File: config.mk
export PLATFORM = sky130hd
export DESIGN_NAME = vote_window_command_decider_top_flat
export DESIGN_NICKNAME = d
export VERILOG_FILES = /design/src/vwcd_pkg.sv /design/src/vwcd_in_if.sv /design/src/vwcd_out_if.sv /design/src/vwcd_cell.sv /design/src/vote_window_command_decider_top.sv /design/src/flat_wrapper.sv
export VERILOG_INCLUDE_DIRS = /design/src /design/src/src
export SDC_FILE = /design/constraint.sdc
export NUM_CORES = 1
export LEC_CHECK = 0
export BUFFER_PORTS_ARGS = -buffer_cell sky130_fd_sc_hd__buf_4
export CAP_MARGIN = 20
export CORE_ASPECT_RATIO = 0.9
export CORE_MARGIN = 2
export CORE_UTILIZATION = 50
export DETAILED_ROUTE_END_ITERATION = 10
export MAX_ROUTING_LAYER = met4
export PLACE_DENSITY = 0.64
export SYNTH_ARGS = -nofsm -noshare
export SYNTH_HDL_FRONTEND = slang
export SYNTH_SLANG_ARGS = --single-unit
File: constraint.sdc
create_clock -name clk -period 5.6 [get_ports clk]
set_input_delay 0.56 -clock clk [delete_from_list [all_inputs] [get_ports clk]]
set_output_delay 0.56 -clock clk [all_outputs]
set_load 0.1 [all_outputs]
File: src/vote_window_command_decider_top_defines.svh
`ifndef VOTE_WINDOW_COMMAND_DECIDER_TOP_DEFINES_SVH
`define VOTE_WINDOW_COMMAND_DECIDER_TOP_DEFINES_SVH

// Same-cycle implication, sampled on clk, off while arst_n is low.
`define VWCD_ASSERT_NOW(lbl, ante, cons, msg) \
	lbl: assert property (@(posedge clk) disable iff (!arst_n) (ante) |-> (cons)) \
		else $error(msg);

// Next-cycle implication, sampled on clk, off while arst_n is low.
`define VWCD_ASSERT_NEXT(lbl, ante, cons, msg) \
	lbl: assert property (@(posedge clk) disable iff (!arst_n) (ante) |=> (cons)) \
		else $error(msg);

`endif

File: src/vwcd_pkg.sv
package vwcd_pkg;

	localparam int CLASS_W    = 2;
	localparam int PROB_W     = 17;
	localparam int TIME_W     = 32;
	localparam int CMD_W      = 2;
	localparam int SWCNT_W    = 16;
	localparam int WIN_W      = 5;
	localparam int VMIN_W     = 5;
	localparam int REFR_W     = 16;
	localparam int CFG_DATA_W = 17;
	localparam int REG_IDX_W  = 3;

	localparam logic [CMD_W-1:0] CMD_CLOSE     = 2'd1;
	localparam logic [CMD_W-1:0] CMD_OPEN      = 2'd2;
	localparam logic [CMD_W-1:0] CMD_UNCERTAIN = 2'd3;

	localparam logic FUNC_FORGET = 1'b1;

	localparam logic [WIN_W-1:0]  WIN_RST  = 5'd8;
	localparam logic [VMIN_W-1:0] VMIN_RST = 5'd5;
	localparam logic [PROB_W-1:0] PROB_RST = 17'd45875;
	localparam logic [REFR_W-1:0] REFR_RST = 16'd300;
	localparam logic [CMD_W-1:0]  CMD_RST  = 2'd0;

	typedef enum logic [REG_IDX_W-1:0] {
		REG_WINDOW_LENGTH   = 3'd0,
		REG_VOTES_MIN       = 3'd1,
		REG_PROB_MIN        = 3'd2,
		REG_REFRACTORY_MS   = 3'd3,
		REG_INITIAL_COMMAND = 3'd4
	} reg_idx_t;

	typedef struct packed {
		logic             we;
		logic             clr;
		logic [CMD_W-1:0] vote;
	} cell_ctrl_t;

endpackage

File: src/vwcd_in_if.sv
interface vwcd_in_if;
	logic                        valid;
	logic                        ready;
	logic                        func;
	logic [vwcd_pkg::CLASS_W-1:0] class_in;
	logic [vwcd_pkg::PROB_W-1:0]  prob;
	logic [vwcd_pkg::TIME_W-1:0]  now_ms;

	modport source(output valid, func, class_in, prob, now_ms, input ready);
	modport sink(input valid, func, class_in, prob, now_ms, output ready);
endinterface

File: src/vwcd_out_if.sv
interface vwcd_out_if;
	logic                        valid;
	logic                        ready;
	logic                        switched;
	logic [vwcd_pkg::CMD_W-1:0]   command;
	logic [vwcd_pkg::SWCNT_W-1:0] switch_count;

	modport source(output valid, switched, command, switch_count, input ready);
	modport sink(input valid, switched, command, switch_count, output ready);
endinterface

File: src/vwcd_cell.sv
module vwcd_cell #(
	parameter int CNT_W = 5
) (
	input  logic                 clk,
	input  logic                 arst_n,
	input  vwcd_pkg::cell_ctrl_t ctrl,
	input  logic                 sel,
	input  logic                 en,
	input  logic [CNT_W-1:0]     close_in,
	input  logic [CNT_W-1:0]     open_in,
	output logic [CNT_W-1:0]     close_out,
	output logic [CNT_W-1:0]     open_out
);

	logic [vwcd_pkg::CMD_W-1:0] vote_q;
	logic [CNT_W-1:0]           close_s1;
	logic [CNT_W-1:0]           open_s1;

	always_ff @(posedge clk or negedge arst_n) begin
		if (!arst_n) begin
			vote_q   <= vwcd_pkg::CMD_UNCERTAIN;
			close_s1 <= '0;
			open_s1  <= '0;
		end else begin
			if (ctrl.clr) begin
				vote_q <= vwcd_pkg::CMD_UNCERTAIN;
			end else if (ctrl.we && sel) begin
				vote_q <= ctrl.vote;
			end
			close_s1 <= close_in + CNT_W'(en && (vote_q == vwcd_pkg::CMD_CLOSE));
			open_s1  <= open_in + CNT_W'(en && (vote_q == vwcd_pkg::CMD_OPEN));
		end
	end

	assign close_out = close_s1;
	assign open_out  = open_s1;

endmodule

File: src/vote_window_command_decider_top.sv
// Vote window command decider.
// Channel vote carries one transaction per classifier decision (func 0) or
// history forget request (func 1); channel result returns exactly one
// transaction per input: switched flag, current command, switch count.
// Configuration is written through cfg_we / cfg_idx / cfg_data; the user
// must write it only while idle, which the block itself does not enforce.
// The vote history lives in a row of HISTORY_DEPTH cells; close and open
// counts ripple down the row one cell per cycle.
// A decision passes through the count state while its counts ripple down
// the cell row, then through the result state; a forget request goes
// straight to the result state. Vote takes a new transaction only when
// idle, once the result of the last one has left the result state.
// Result sits in an output register; vote is ready again while a result
// still waits, and a stalled receiver holds the next result in the final
// step until the register frees.
// Reset clears all history cells to uncertain, the command to rest and the
// switch count to zero, and loads the configuration reset values.
`include "vote_window_command_decider_top_defines.svh"

module vote_window_command_decider_top #(
	parameter int HISTORY_DEPTH = 16
) (
	input  logic                               clk,
	input  logic                               arst_n,
	vwcd_in_if.sink                            vote,
	vwcd_out_if.source                         result,
	input  logic                               cfg_we,
	input  logic [vwcd_pkg::REG_IDX_W-1:0]     cfg_idx,
	input  logic [vwcd_pkg::CFG_DATA_W-1:0]    cfg_data
);

	localparam int CW = $clog2(HISTORY_DEPTH + 1);
	localparam int IW = (HISTORY_DEPTH > 1) ? $clog2(HISTORY_DEPTH) : 1;
	localparam int SW = (CW > vwcd_pkg::WIN_W) ? CW : vwcd_pkg::WIN_W;
	localparam int MW = (CW > vwcd_pkg::VMIN_W) ? CW : vwcd_pkg::VMIN_W;
	localparam logic [SW-1:0] DEPTH_S = SW'(HISTORY_DEPTH);
	localparam logic [CW-1:0] DEPTH_C = CW'(HISTORY_DEPTH);

	typedef enum logic [1:0] {
		ST_IDLE,
		ST_COUNT,
		ST_RESULT
	} state_t;

	state_t                          state_q;
	logic [vwcd_pkg::WIN_W-1:0]      win_len_q;
	logic [vwcd_pkg::VMIN_W-1:0]     vmin_q;
	logic [vwcd_pkg::PROB_W-1:0]     prob_min_q;
	logic [vwcd_pkg::REFR_W-1:0]     refr_q;
	logic [vwcd_pkg::CMD_W-1:0]      cmd_q;
	logic                            has_sw_q;
	logic [vwcd_pkg::TIME_W-1:0]     last_q;
	logic [vwcd_pkg::SWCNT_W-1:0]    sw_total_q;
	logic [CW-1:0]                   wi_q;
	logic [CW-1:0]                   fill_q;
	logic [CW-1:0]                   cnt_q;
	logic                            full_q;
	logic                            is_vote_q;
	logic [vwcd_pkg::TIME_W-1:0]     now_q;
	logic                            out_valid_q;
	logic                            sw_out_q;
	logic [vwcd_pkg::CMD_W-1:0]      cmd_out_q;
	logic [vwcd_pkg::SWCNT_W-1:0]    cnt_out_q;

	logic [SW-1:0]                   win_len_s;
	logic [SW-1:0]                   win_s;
	logic [CW-1:0]                   win;
	logic                            accept;
	logic                            accept_vote;
	logic [CW-1:0]                   fill_next;
	vwcd_pkg::cell_ctrl_t            cell_ctrl;
	logic [CW-1:0]                   close_c [HISTORY_DEPTH+1];
	logic [CW-1:0]                   open_c  [HISTORY_DEPTH+1];
	logic [MW-1:0]                   closes_m;
	logic [MW-1:0]                   opens_m;
	logic [MW-1:0]                   vmin_m;
	logic                            tgt_close;
	logic                            tgt_open;
	logic [vwcd_pkg::CMD_W-1:0]      dec_target;
	logic [vwcd_pkg::TIME_W-1:0]     elapsed;
	logic                            refr_block;
	logic                            dec_sw;
	logic                            ld_out;

	// Effective window: zero counts as one, saturate at the row length.
	assign win_len_s = SW'(win_len_q);
	assign win_s = (win_len_q == '0) ? SW'(1) :
		((win_len_s > DEPTH_S) ? DEPTH_S : win_len_s);
	assign win = win_s[CW-1:0];

	assign vote.ready  = (state_q == ST_IDLE);
	assign accept      = vote.valid && vote.ready;
	assign accept_vote = accept && (vote.func != vwcd_pkg::FUNC_FORGET);
	assign fill_next   = (fill_q < win) ? (fill_q + CW'(1)) : fill_q;

	always_comb begin
		cell_ctrl.we   = accept_vote;
		cell_ctrl.clr  = accept && (vote.func == vwcd_pkg::FUNC_FORGET);
		cell_ctrl.vote = (vote.prob >= prob_min_q) ? vote.class_in : vwcd_pkg::CMD_UNCERTAIN;
	end

	assign close_c[0] = '0;
	assign open_c[0]  = '0;

	for (genvar i = 0; i < HISTORY_DEPTH; i++) begin : g_cell
		vwcd_cell #(
			.CNT_W(CW)
		) u_cell (
			.clk      (clk),
			.arst_n   (arst_n),
			.ctrl     (cell_ctrl),
			.sel      (wi_q[IW-1:0] == IW'(i)),
			.en       (CW'(i) < win),
			.close_in (close_c[i]),
			.open_in  (open_c[i]),
			.close_out(close_c[i+1]),
			.open_out (open_c[i+1])
		);
	end

	assign closes_m   = MW'(close_c[HISTORY_DEPTH]);
	assign opens_m    = MW'(open_c[HISTORY_DEPTH]);
	assign vmin_m     = MW'(vmin_q);
	assign tgt_close  = (closes_m >= vmin_m) && (closes_m > opens_m);
	assign tgt_open   = (opens_m >= vmin_m) && (opens_m > closes_m);
	assign dec_target = tgt_close ? vwcd_pkg::CMD_CLOSE :
		(tgt_open ? vwcd_pkg::CMD_OPEN : vwcd_pkg::CMD_UNCERTAIN);
	assign elapsed    = now_q - last_q;
	assign refr_block = has_sw_q && (elapsed < vwcd_pkg::TIME_W'(refr_q));
	assign dec_sw     = is_vote_q && full_q && (tgt_close || tgt_open) &&
		(dec_target != cmd_q) && !refr_block;
	assign ld_out     = (state_q == ST_RESULT) && (!out_valid_q || result.ready);

	always_ff @(posedge clk or negedge arst_n) begin
		if (!arst_n) begin
			state_q     <= ST_IDLE;
			win_len_q   <= vwcd_pkg::WIN_RST;
			vmin_q      <= vwcd_pkg::VMIN_RST;
			prob_min_q  <= vwcd_pkg::PROB_RST;
			refr_q      <= vwcd_pkg::REFR_RST;
			cmd_q       <= vwcd_pkg::CMD_RST;
			has_sw_q    <= 1'b0;
			last_q      <= '0;
			sw_total_q  <= '0;
			wi_q        <= '0;
			fill_q      <= '0;
			cnt_q       <= '0;
			full_q      <= 1'b0;
			is_vote_q   <= 1'b0;
			now_q       <= '0;
			out_valid_q <= 1'b0;
			sw_out_q    <= 1'b0;
			cmd_out_q   <= '0;
			cnt_out_q   <= '0;
		end else begin
			if (cfg_we) begin
				case (vwcd_pkg::reg_idx_t'(cfg_idx))
					vwcd_pkg::REG_WINDOW_LENGTH: begin
						win_len_q <= cfg_data[vwcd_pkg::WIN_W-1:0];
					end
					vwcd_pkg::REG_VOTES_MIN: begin
						vmin_q <= cfg_data[vwcd_pkg::VMIN_W-1:0];
					end
					vwcd_pkg::REG_PROB_MIN: begin
						prob_min_q <= cfg_data[vwcd_pkg::PROB_W-1:0];
					end
					vwcd_pkg::REG_REFRACTORY_MS: begin
						refr_q <= cfg_data[vwcd_pkg::REFR_W-1:0];
					end
					vwcd_pkg::REG_INITIAL_COMMAND: begin
						cmd_q <= cfg_data[vwcd_pkg::CMD_W-1:0];
					end
					default: begin
					end
				endcase
			end

			if (ld_out) begin
				out_valid_q <= 1'b1;
			end else if (result.ready) begin
				out_valid_q <= 1'b0;
			end

			case (state_q)
				ST_IDLE: begin
					if (accept_vote) begin
						wi_q      <= wi_q + CW'(1);
						fill_q    <= fill_next;
						full_q    <= (fill_next >= win);
						now_q     <= vote.now_ms;
						is_vote_q <= 1'b1;
						cnt_q     <= '0;
						state_q   <= ST_COUNT;
					end else if (accept) begin
						wi_q      <= '0;
						fill_q    <= '0;
						is_vote_q <= 1'b0;
						state_q   <= ST_RESULT;
					end
				end
				ST_COUNT: begin
					// wrap the write index by repeated subtraction
					if (wi_q >= win) begin
						wi_q <= wi_q - win;
					end
					if (cnt_q == DEPTH_C) begin
						state_q <= ST_RESULT;
					end else begin
						cnt_q <= cnt_q + CW'(1);
					end
				end
				ST_RESULT: begin
					if (ld_out) begin
						sw_out_q <= dec_sw;
						if (dec_sw) begin
							cmd_q      <= dec_target;
							has_sw_q   <= 1'b1;
							last_q     <= now_q;
							sw_total_q <= sw_total_q + vwcd_pkg::SWCNT_W'(1);
							cmd_out_q  <= dec_target;
							cnt_out_q  <= sw_total_q + vwcd_pkg::SWCNT_W'(1);
						end else begin
							cmd_out_q  <= cmd_q;
							cnt_out_q  <= sw_total_q;
						end
						state_q <= ST_IDLE;
					end
				end
				default: begin
					state_q <= ST_IDLE;
				end
			endcase
		end
	end

	assign result.valid        = out_valid_q;
	assign result.switched     = sw_out_q;
	assign result.command      = cmd_out_q;
	assign result.switch_count = cnt_out_q;

	`VWCD_ASSERT_NOW(a_switch_changes_cmd, ld_out && dec_sw, dec_target != cmd_q, "switch to same command")
	`VWCD_ASSERT_NEXT(a_switch_counts, ld_out && dec_sw, sw_total_q == $past(sw_total_q) + 16'd1, "switch count did not advance")
	`VWCD_ASSERT_NOW(a_index_wrapped, state_q == ST_RESULT, wi_q < win, "write index not wrapped by window")

endmodule
File: src/flat_wrapper.sv
// flat-port wrapper written by rule: the top's interface ports become plain ports
module vote_window_command_decider_top_flat 
#(
	parameter int HISTORY_DEPTH = 16
)
  (clk, arst_n, cfg_we, cfg_idx, cfg_data, vote_valid, vote_func, vote_class_in, vote_prob, vote_now_ms, vote_ready, result_valid, result_switched, result_command, result_switch_count, result_ready);
  vwcd_in_if vote_i ();
  vwcd_out_if result_i ();
  input  logic clk;
  input  logic arst_n;
  input  logic cfg_we;
  input  logic [vwcd_pkg::REG_IDX_W-1:0] cfg_idx;
  input  logic [vwcd_pkg::CFG_DATA_W-1:0] cfg_data;
  input wire logic [$bits(vote_i.valid)-1:0] vote_valid;
  input wire logic [$bits(vote_i.func)-1:0] vote_func;
  input wire logic [$bits(vote_i.class_in)-1:0] vote_class_in;
  input wire logic [$bits(vote_i.prob)-1:0] vote_prob;
  input wire logic [$bits(vote_i.now_ms)-1:0] vote_now_ms;
  output wire logic [$bits(vote_i.ready)-1:0] vote_ready;
  output wire logic [$bits(result_i.valid)-1:0] result_valid;
  output wire logic [$bits(result_i.switched)-1:0] result_switched;
  output wire logic [$bits(result_i.command)-1:0] result_command;
  output wire logic [$bits(result_i.switch_count)-1:0] result_switch_count;
  input wire logic [$bits(result_i.ready)-1:0] result_ready;
  assign vote_i.valid = vote_valid;
  assign vote_i.func = vote_func;
  assign vote_i.class_in = vote_class_in;
  assign vote_i.prob = vote_prob;
  assign vote_i.now_ms = vote_now_ms;
  assign vote_ready = vote_i.ready;
  assign result_valid = result_i.valid;
  assign result_switched = result_i.switched;
  assign result_command = result_i.command;
  assign result_switch_count = result_i.switch_count;
  assign result_i.ready = result_ready;
  vote_window_command_decider_top #(.HISTORY_DEPTH(HISTORY_DEPTH)) u_core (.clk(clk), .arst_n(arst_n), .vote(vote_i), .result(result_i), .cfg_we(cfg_we), .cfg_idx(cfg_idx), .cfg_data(cfg_data));
endmodule
# ---- After elaboration in Yosys (flattened, before gate mapping)
# Index checks and enable logic that the tools add are counted.
# Widths: inputs -> output; s select.
dict set report classes {
  n_shift 0
  bitwise_logic 1
  n_eq_ne 61
  n_mux 61
  div_mod_pow 0
  magnitude_cmp 26
  n_reduce_logical 97
  mul 0
  addsub 36
}
# cell n
set ops {}
lappend ops {{$add 5x1->5} 26}
lappend ops {{$mux 2} 44}
lappend ops {{$logic_and 1x1->1} 59}
lappend ops {{$mux 5} 9}
lappend ops {{$lt 4x5->1 const A} 8}
lappend ops {{$reduce_bool 2->1} 19}
lappend ops {{$eq 2x1->1 const B} 17}
lappend ops {{$eq 2x2->1 const B} 17}
lappend ops {{$eq 4x4->1 const B} 8}
lappend ops {{$lt 32x16->1} 1}
lappend ops {{$sub 32x32->32} 1}
lappend ops {{$ge 5x5->1} 4}
lappend ops {{$lt 3x5->1 const A} 4}
lappend ops {{$pmux 5 s2} 2}
lappend ops {{$ge 17x17->1} 1}
lappend ops {{$add 16x1->16 const B} 1}
lappend ops {{$eq 4x3->1 const B} 4}
lappend ops {{$add 5x1->5 const B} 3}
lappend ops {{$reduce_and 2->1} 7}
lappend ops {{$reduce_and 3->1} 4}
lappend ops {{$gt 5x5->1} 2}
lappend ops {{$lt 1x5->1 const A} 2}
lappend ops {{$lt 2x5->1 const A} 2}
lappend ops {{$eq 4x2->1 const B} 2}
lappend ops {{other kinds (23)} 35}
dict set report word_totals {
  output_inout_bits 21
  romBits 0
  ramBits 0
  latch_bits 0
  memories 0
  in_bits 77
  register_bits 327
}

# ---- Longest topological paths before layout
# Gate-level depths: netlist (run 1).
dict set report depth {
  word_depth 10
  depth_mapped 23
  ltp_nobuf 23
}

# ---- Hierarchy
# A second synthesis (run 1) with hierarchy kept.
dict set report hier_totals {
  hier_cells 1656
  area_unflattened_um2 17707.0
}
# module n_inst area_per_inst_um2 seq_area_each_um2 cells_per_inst
set by_module_without_submodules {}
lappend by_module_without_submodules {vote_window_command_decider_top 1 10099.7 3748.6 1112}
lappend by_module_without_submodules {vwcd_cell 16 475.5 302.8 34}

# ---- Worst setup path after synthesis (run 1)
# Ideal clock, no wire load.
dict set report synth_timing {
  path_type {register -> register}
  from {reg u_core.last_q[1] (netlist bit)}
  to {reg u_core.last_q[2] (netlist bit)}
  t_arrival_ns 4.365
  path_stages_with_launch 23
  setup_slack_ns 1.108
  setup_ns 0.127
  n_path_buf 1
  t_required_ns 5.473
  cell_sequence {dfrtp_1 > inv_1 > ha_1 > nor2b_1 > o31ai_1 > nand2b_1 > a21oi_1 > nor2b_1 > o21ai_0 > nand2b_1 > a21oi_1 > o21bai_1 > xor2_1 > ha_1 > a21o_1 > nand3_1 > a21oi_1 > a2111oi_0 > nand4_1 > or4_1 > o21ai_4 > buf_4 > mux2_1}
}
dict set report synth_via {
  elab_chain_len 6
}
# item line
set synth_rtl {}
lappend synth_rtl {{from (decl)} vote_window_command_decider_top.sv:52} ;# logic [vwcd_pkg::TIME_W-1:0] last_q;
lappend synth_rtl {{from (signal assigned)} vote_window_command_decider_top.sv:218} ;# last_q <= now_q;
lappend synth_rtl {{$sub 32x32->32} vote_window_command_decider_top.sv:128} ;# assign elapsed = now_q - last_q;
lappend synth_rtl {{$lt 32x16->1} vote_window_command_decider_top.sv:129} ;# assign refr_block = has_sw_q && (elapsed < vwcd_pkg::TIME_W'(refr_q));
lappend synth_rtl {{$logic_and 1x1->1} vote_window_command_decider_top.sv:129}
lappend synth_rtl {{$logic_not 1->1} vote_window_command_decider_top.sv:131} ;# (dec_target != cmd_q) && !refr_block;
lappend synth_rtl {{$logic_and 1x1->1} vote_window_command_decider_top.sv:131}
lappend synth_rtl {{$reduce_and 3->1 (no line)} n/a}
# Every way passes these cells.
# A chain may end at the register's enable or synchronous reset.

# ---- Worst setup path in the final report (run 1)
dict set report layout_timing {
  from {reg u_core.last_q[1] (netlist bit)}
  to {reg u_core.last_q[4] (netlist bit)}
}
# Same word-level chain as after synthesis.

==> results.yml, run 1 <==
clock_network:
  clkTransAtPathRegs_ns: 0.06
  h-tree-depth: 2
  cts_setup_buffers: 0
  insertion_delay_ns: 0.54
  clock_path_buffers: 3
  clkSinkCount: 321
  ctsHoldBuffers: 0
  tritoncts: "built"
  cts_resized: 0
  clockRootBuffer: "clkbuf_16"
  numCtsBuffers: 36
sta:
  period_share_pct: 91.5
  slew_headroom_pct: 29.6
  hold_viol_final: 0
  tns_ns: 0
  worst_pin_slew_ns: 1.05
  setup_violations: 0
  period_needed_ns: 5.12
  skew_ns: 0.0234
  rsz0062_at_grt: "no"
  report.final.slew_viol_count: 0
  timing.fmax_ghz: 0.195
synthesis:
  async_flop_share_pct: 100
  ys_ff_latch: 321
  netlist_instances: 1638
  synth_area_leaders: "dfrtp_1 41%, ha_1 12%, dfstp_2 7.5%"
  synth_ff_type: "dfrtp_1"
  syn_avg_cell_area_um2: 10.3
  ys_warn_count: 0
  seq_area_frac_synth_pct: 48.1
  synth.distinct_cells: 76
  synthesis.area_um2: 16800
  syn_nets: 1875
  yosysMostFrequentCell: "dfrtp_1"
  synth-edff-count: 0
  netlist.area_leader.share_pct: 40.6
  synth_top_area_cell: "dfrtp_1"
  ys_top_cells_by_count: "273 x dfrtp_1, 191 x nand2_1, 158 x ha_1"
run:
  maxCapViolations: 0
route:
  vias: 12100
  via_per_inst: 5.54
  drc: 0
  drtAntennaViolNets: 0
  dr.pass1.iters: 5
  drt_wl_total_um: 36300
  drtIter0Drc: 849
  wl_per_cell_um: 16.6
worst_setup_path:
  regToRegSetupSlack_ns: 0.48
  reg2reg_depth: 22
  path_max_fanout: 22
  arrival_ns: 5.53
  critPathMaxStageDelay_ns: 0.60
  startpoint_type: "flop"
  path_cells: "inv_1, ha_1, nor2b_1, o31ai_1, nand2b_1, a21oi_1, nor2b_1, o21ai_0, nand2b_1, a21oi_1, o21bai_1, xor2_1, ha_1, a21o_1, nand3_1, a21oi_1, a2111oi_0, nand4_1, or4_1, o21ai_4, buf_4, mux2_1"
  slowest_stage: "or4_1"
  endpoint_kind: "flop"
  crit_type: "flop to flop"
  required_ns: 6.00
  cp_common_cell: "a21oi_1"
  timing.rr.start: "u_core.last_q[1]$_DFFE_PN0P_"
  worstReg2RegEnd: "u_core.last_q[4]$_DFFE_PN0P_"
final_layout:
  fin_cells: 2187
  fill_cells: 2799
  final_util_pct: 58.2
  finalInstanceArea_um2: 19200
  nets: 1975
  area_growth_pct: 14.1
  drive_above_1_share_pct: 14.3
  diodes: 0
floorplan:
  die-area_um2: 35200
  core_um2: 33000
  die_w_um: 197
  rows: 63
  start_util_pct: 51.0
  dieHeight_um: 178
  io-pin-count: 98
grt:
  gr-total-overflow: 0
  grt_pass1_wl_um: 60600
  antenna_found_initial: 1
  grt_max_degree: 128
  grt_pass1_vias: 11800
  grt_usage_pct: 22.2
placement:
  placed_area_um2: 18000
  hpwl_um: 26500
  io_buffers: 97
  dpl.cell_count: 2120
  gp_congestion: 0.898
power:
  ir_drop_v: 0.000271
  cellLeakagePower_nw: 9.49
  p_per_area_nw_per_um2: 544
status:
  outcome: "completed"
worst_hold_path:
  hold_path_class: "input pin to asynchronous set/reset pin"
## cell families after synthesis
group	share of synthesized area, %
muxes	4.22
xor gates and xnor gates	5.98
and+or+nand+nor	14.6
adders and majority gates	12.0
AOI/OAI and AO/OA	11.7
DFF	48.1
buffers and inverters	3.47
## per-stage QoR
stage / setup WS [ns] / hold WS, ns / power [mW]
finish: 0.475 / 0.00161 / 10.5
global route: 0.0320 / 0.0682 / 11.3
CTS: 0.414 / 0.0375 / 10.5
detailed placement: 0.436 / 0.431 / 8.03
global placement: 0.502 / 0.431 / 7.96
floorplan: 1.11 / 0.264 / 6.76
## area by class of cell
| class | count | area (um^2) | share of cell area (%) |
|---|---|---|---|
| Tap cell | 422 | 528 | 2.75 |
| Multi-Input combinational cell | 1170 | 8170 | 42.5 |
| Inverter | 100 | 375 | 1.95 |
| Sequential cell | 321 | 8090 | 42.1 |
| Clock buffer | 51 | 1010 | 5.24 |
| Timing Repair Buffer | 109 | 856 | 4.45 |
| Clock inverter | 14 | 189 | 0.983 |
## worst max path at each step
stage                            startpoint                       endpoint  slack [ns]  depth (start not counted)
3_3_place_gp   u_core.last_q[1]$_DFFE_PN0P_   u_core.last_q[3]$_DFFE_PN0P_        0.50                         22
4_1_cts        u_core.last_q[1]$_DFFE_PN0P_   u_core.last_q[4]$_DFFE_PN0P_        0.41                         22
5_1_grt        u_core.last_q[1]$_DFFE_PN0P_  u_core.last_q[13]$_DFFE_PN0P_        0.03                         22
3_5_place_dp   u_core.last_q[1]$_DFFE_PN0P_  u_core.last_q[15]$_DFFE_PN0P_        0.44                         22
2_1_floorplan  u_core.last_q[1]$_DFFE_PN0P_   u_core.last_q[2]$_DFFE_PN0P_        1.11                         22
6_report       u_core.last_q[1]$_DFFE_PN0P_   u_core.last_q[4]$_DFFE_PN0P_        0.48                         22
## cells in the final DEF (no fill, tap or decap), types with 11 or more instances in the layout
cell type  instances
a21oi_1           93
and3_1            14
nor3_1            27
xnor2_1           69
o21a_1            13
nor2b_1           16
xor2_1            46
ha_1             158
mux2_2            25
nand2b_1          19
o211ai_1          11
nor2_1            88
dfrtp_1          273
clkbuf_16         36
nand2_1          191
nand3_1           74
nor3b_1           31
nand4_1           12
buf_4            103
inv_1            100
a21o_1            25
mux2_1            31
dfstp_2           48
o21ai_0           98
## state kept, by name, summed over array words and instances, names as in the netlist, 5 cells and up
signal	cells
u_core.cnt_q	5
u_core.win_len_q	5
u_core.vmin_m	5
u_core.fill_q	5
u_core.wi_q	5
u_core.g_cell.u_cell.close_out	70
u_core.result.switch_count	16
u_core.refr_q	16
u_core.g_cell.u_cell.vote_q	32
u_core.last_q	32
u_core.prob_min_q	17
u_core.now_q	32
u_core.g_cell.u_cell.open_out	70
## routing by layer
layer | routed length, um | vias up | track usage [%]
li1 | - | 5918 | -
met1 | 18200 | 5831 | 33.0
met2 | 15300 | 327 | 31.9
met3 | 2260 | 46 | 3.50
met4 | 549 | 0 | 4.82
met5 | 0 | - | -
## report_power, final
group          total [mW]  internal (mW)  switching (mW)
sequential           3.25           2.88           0.366
clock                2.37           1.41           0.962
combinational        4.84           1.88            2.96
## worst max-delay path, delay by kind of cell, from the launching register on
family | cells | cell delay, ns
DFF | 1 | 0.38
AOI/OAI and AO/OA | 9 | 1.91
muxes | 1 | 0.36
adders and majority gates | 2 | 0.56
xor gates and xnor gates | 1 | 0.15
buffers and inverters | 2 | 0.40
and+or+nand+nor | 7 | 1.24
(Power assumes the default switching activity.)
==> run 2: changes to the inputs <==
--- a/config.mk
+++ b/config.mk
@@ -14,6 +14,7 @@
 export DETAILED_ROUTE_END_ITERATION = 10
 export MAX_ROUTING_LAYER = met4
 export PLACE_DENSITY = 0.64
+export RECOVER_POWER = 25
 export SYNTH_ARGS = -nofsm -noshare
 export SYNTH_HDL_FRONTEND = slang
 export SYNTH_SLANG_ARGS = --single-unit
==> results.yml, run 2 (same netlist as run 1, synthesis figures left out) <==
power:
  p_clk_share_pct: 22.7
  ir_drop_v: 0.000271
  p_int_mw: 6.17
  cellLeakagePower_nw: 9.48
  pwr-share-seq_pct: 31.0
  p_switching_mw: 4.29
  p_per_area_nw_per_um2: 545
  sw_frac_of_total_pct: 41.0
  power_frac_comb_pct: 46.3
sta:
  hold_viol_final: 0
  worst_pin_slew_ns: 4.47
  period_needed_ns: 5.12
  tns_ns: 0
  period_share_pct: 91.5
  slew_headroom_pct: -198
  skew_ns: 0.0224
  rsz0062_at_grt: "no"
  report.final.slew_viol_count: 85
  setup_violations: 0
  timing.fmax_ghz: 0.195
  layout_setup_ws_ns: 0.475
placement:
  placed_area_um2: 18000
  dpl.cell_count: 2120
  hpwl_um: 26500
  place_ws_ns: 0.436
  gp_congestion: 0.898
  io_buffers: 97
final_layout:
  finalInstanceArea_um2: 19200
  mostFrequentLayoutCells: "273 x dfrtp_1, 191 x nand2_1, 158 x ha_1"
  diodes: 0
  drive_above_1_share_pct: 14.1
  nets: 1975
  layout_commonest_cell: "dfrtp_1"
  fill_cells: 2802
  area_growth_pct: 14.1
  final_util_pct: 58.2
  regArea_um2: 8090
  multiInputGateArea_um2: 8170
  fin_cells: 2187
worst_hold_path:
  whs_path_depth: 3
  hold_path_class: "input pin to flop"
worst_setup_path:
  arrival_ns: 5.53
  path_max_fanout: 22
  crit_type: "flop to flop"
  reg2reg_depth: 22
  required_ns: 6.00
  startpoint_type: "flop"
  endpoint_kind: "flop"
clock_network:
  numCtsBuffers: 36
  h-tree-depth: 2
  cts_setup_buffers: 0
  tritoncts: "built"
  clkSinkCount: 321
  clockRootBuffer: "clkbuf_16"
  clock_path_buffers: 3
  insertion_delay_ns: 0.54
  ctsHoldBuffers: 0
  clkTransAtPathRegs_ns: 0.06
  cts_resized: 0
floorplan:
  core_um2: 33000
  rows: 63
  die-area_um2: 35200
  dieHeight_um: 178
  die_w_um: 197
  io-pin-count: 98
  start_util_pct: 51.0
grt:
  gr-total-overflow: 0
  grt_pass1_wl_um: 60600
  grt_max_degree: 128
  grt_usage_pct: 22.2
  grt_pass1_vias: 11800
  antenna_found_initial: 1
route:
  dr.pass1.iters: 5
  drtAntennaViolNets: 0
  wl_per_cell_um: 16.6
  drc: 0
  drtIter0Drc: 858
  vias: 12100
  via_per_inst: 5.54
  drt_wl_total_um: 36300
status:
  outcome: "finished, violations left"
  failed_checks: "max-capacitance violations, max-slew violations"
run:
  maxCapViolations: 1
[run 2: changes by cell type in the layout (fill, tap and decap cells not counted), sizes merged]
| cell | delta |
|---|---|
| buf | -2 |
| clkbuf | +2 |
[run 2: layout make-up]
| type | instances | area share [%] |
|---|---|---|
| Clock buffer | 51 | 5.24 |
| Sequential cell | 321 | 42.1 |
| Multi-Input combinational cell | 1170 | 42.5 |
| Inverter | 100 | 1.95 |
| Timing Repair Buffer | 109 | 4.40 |
| Tap cell | 422 | 2.75 |
| Clock inverter | 14 | 0.984 |
[run 2: per-stage QoR]
| stage | power [mW] | hold WS, ns |
|---|---|---|
| after global routing | 11.3 | 0.213 |
| final | 10.5 | 0.215 |
| after floorplan | 6.76 | 0.264 |
| after detailed placement | 8.03 | 0.431 |
| after CTS | 10.5 | 0.0375 |
| after global placement | 7.96 | 0.431 |
[run 2: worst paths after layout]
path / endpoint / start / slack [ns]
setup / recovery: u_core.last_q[4]$_DFFE_PN0P_ / u_core.last_q[1]$_DFFE_PN0P_ / 0.48
hold / removal: u_core.now_q[26]$_DFFE_PN0P_ / vote_now_ms[26] / 0.21
setup reg to reg: u_core.last_q[4]$_DFFE_PN0P_ / u_core.last_q[1]$_DFFE_PN0P_ / 0.48
hold reg to reg: u_core.g_cell[5].u_cell.open_out[4]$_DFF_PN0_ / u_core.g_cell[4].u_cell.open_out[4]$_DFF_PN0_ / 0.44
max in group asynchronous: u_core.g_cell[15].u_cell.close_out[3]$_DFF_PN0_ / arst_n / 1.46
min in group asynchronous: u_core.now_q[19]$_DFFE_PN0P_ / arst_n / 1.60
[run 2: critical path, stage by stage (launching register included)]
cell,delay [ns]
dfrtp_1,0.38
inv_1,0.06
ha_1,0.26
nor2b_1,0.14
o31ai_1,0.31
nand2b_1,0.10
a21oi_1,0.22
nor2b_1,0.07
o21ai_0,0.14
nand2b_1,0.11
a21oi_1,0.15
o21bai_1,0.08
xor2_1,0.15
ha_1,0.30
a21o_1,0.18
nand3_1,0.08
a21oi_1,0.09
a2111oi_0,0.53
nand4_1,0.14
or4_1,0.60
o21ai_4,0.21
buf_4,0.34
mux2_1,0.36
[run 2: power by group through the flow]
stage / Combinational [mW] / Clock (mW) / Sequential [mW]
global placement: 4.69 / 0 / 3.27
global route: 5.44 / 2.53 / 3.32
detailed placement: 4.74 / 0 / 3.29
floorplan: 3.49 / 0 / 3.27
CTS: 4.79 / 2.43 / 3.25
finish: 4.84 / 2.37 / 3.25
[run 2: routing by layer]
metal | track usage, % | part of all wire [%]
met1 | 33.0 | 50
met2 | 31.9 | 42
met3 | 3.50 | 6.1
met4 | 4.82 | 1.5
met5 | - | 0
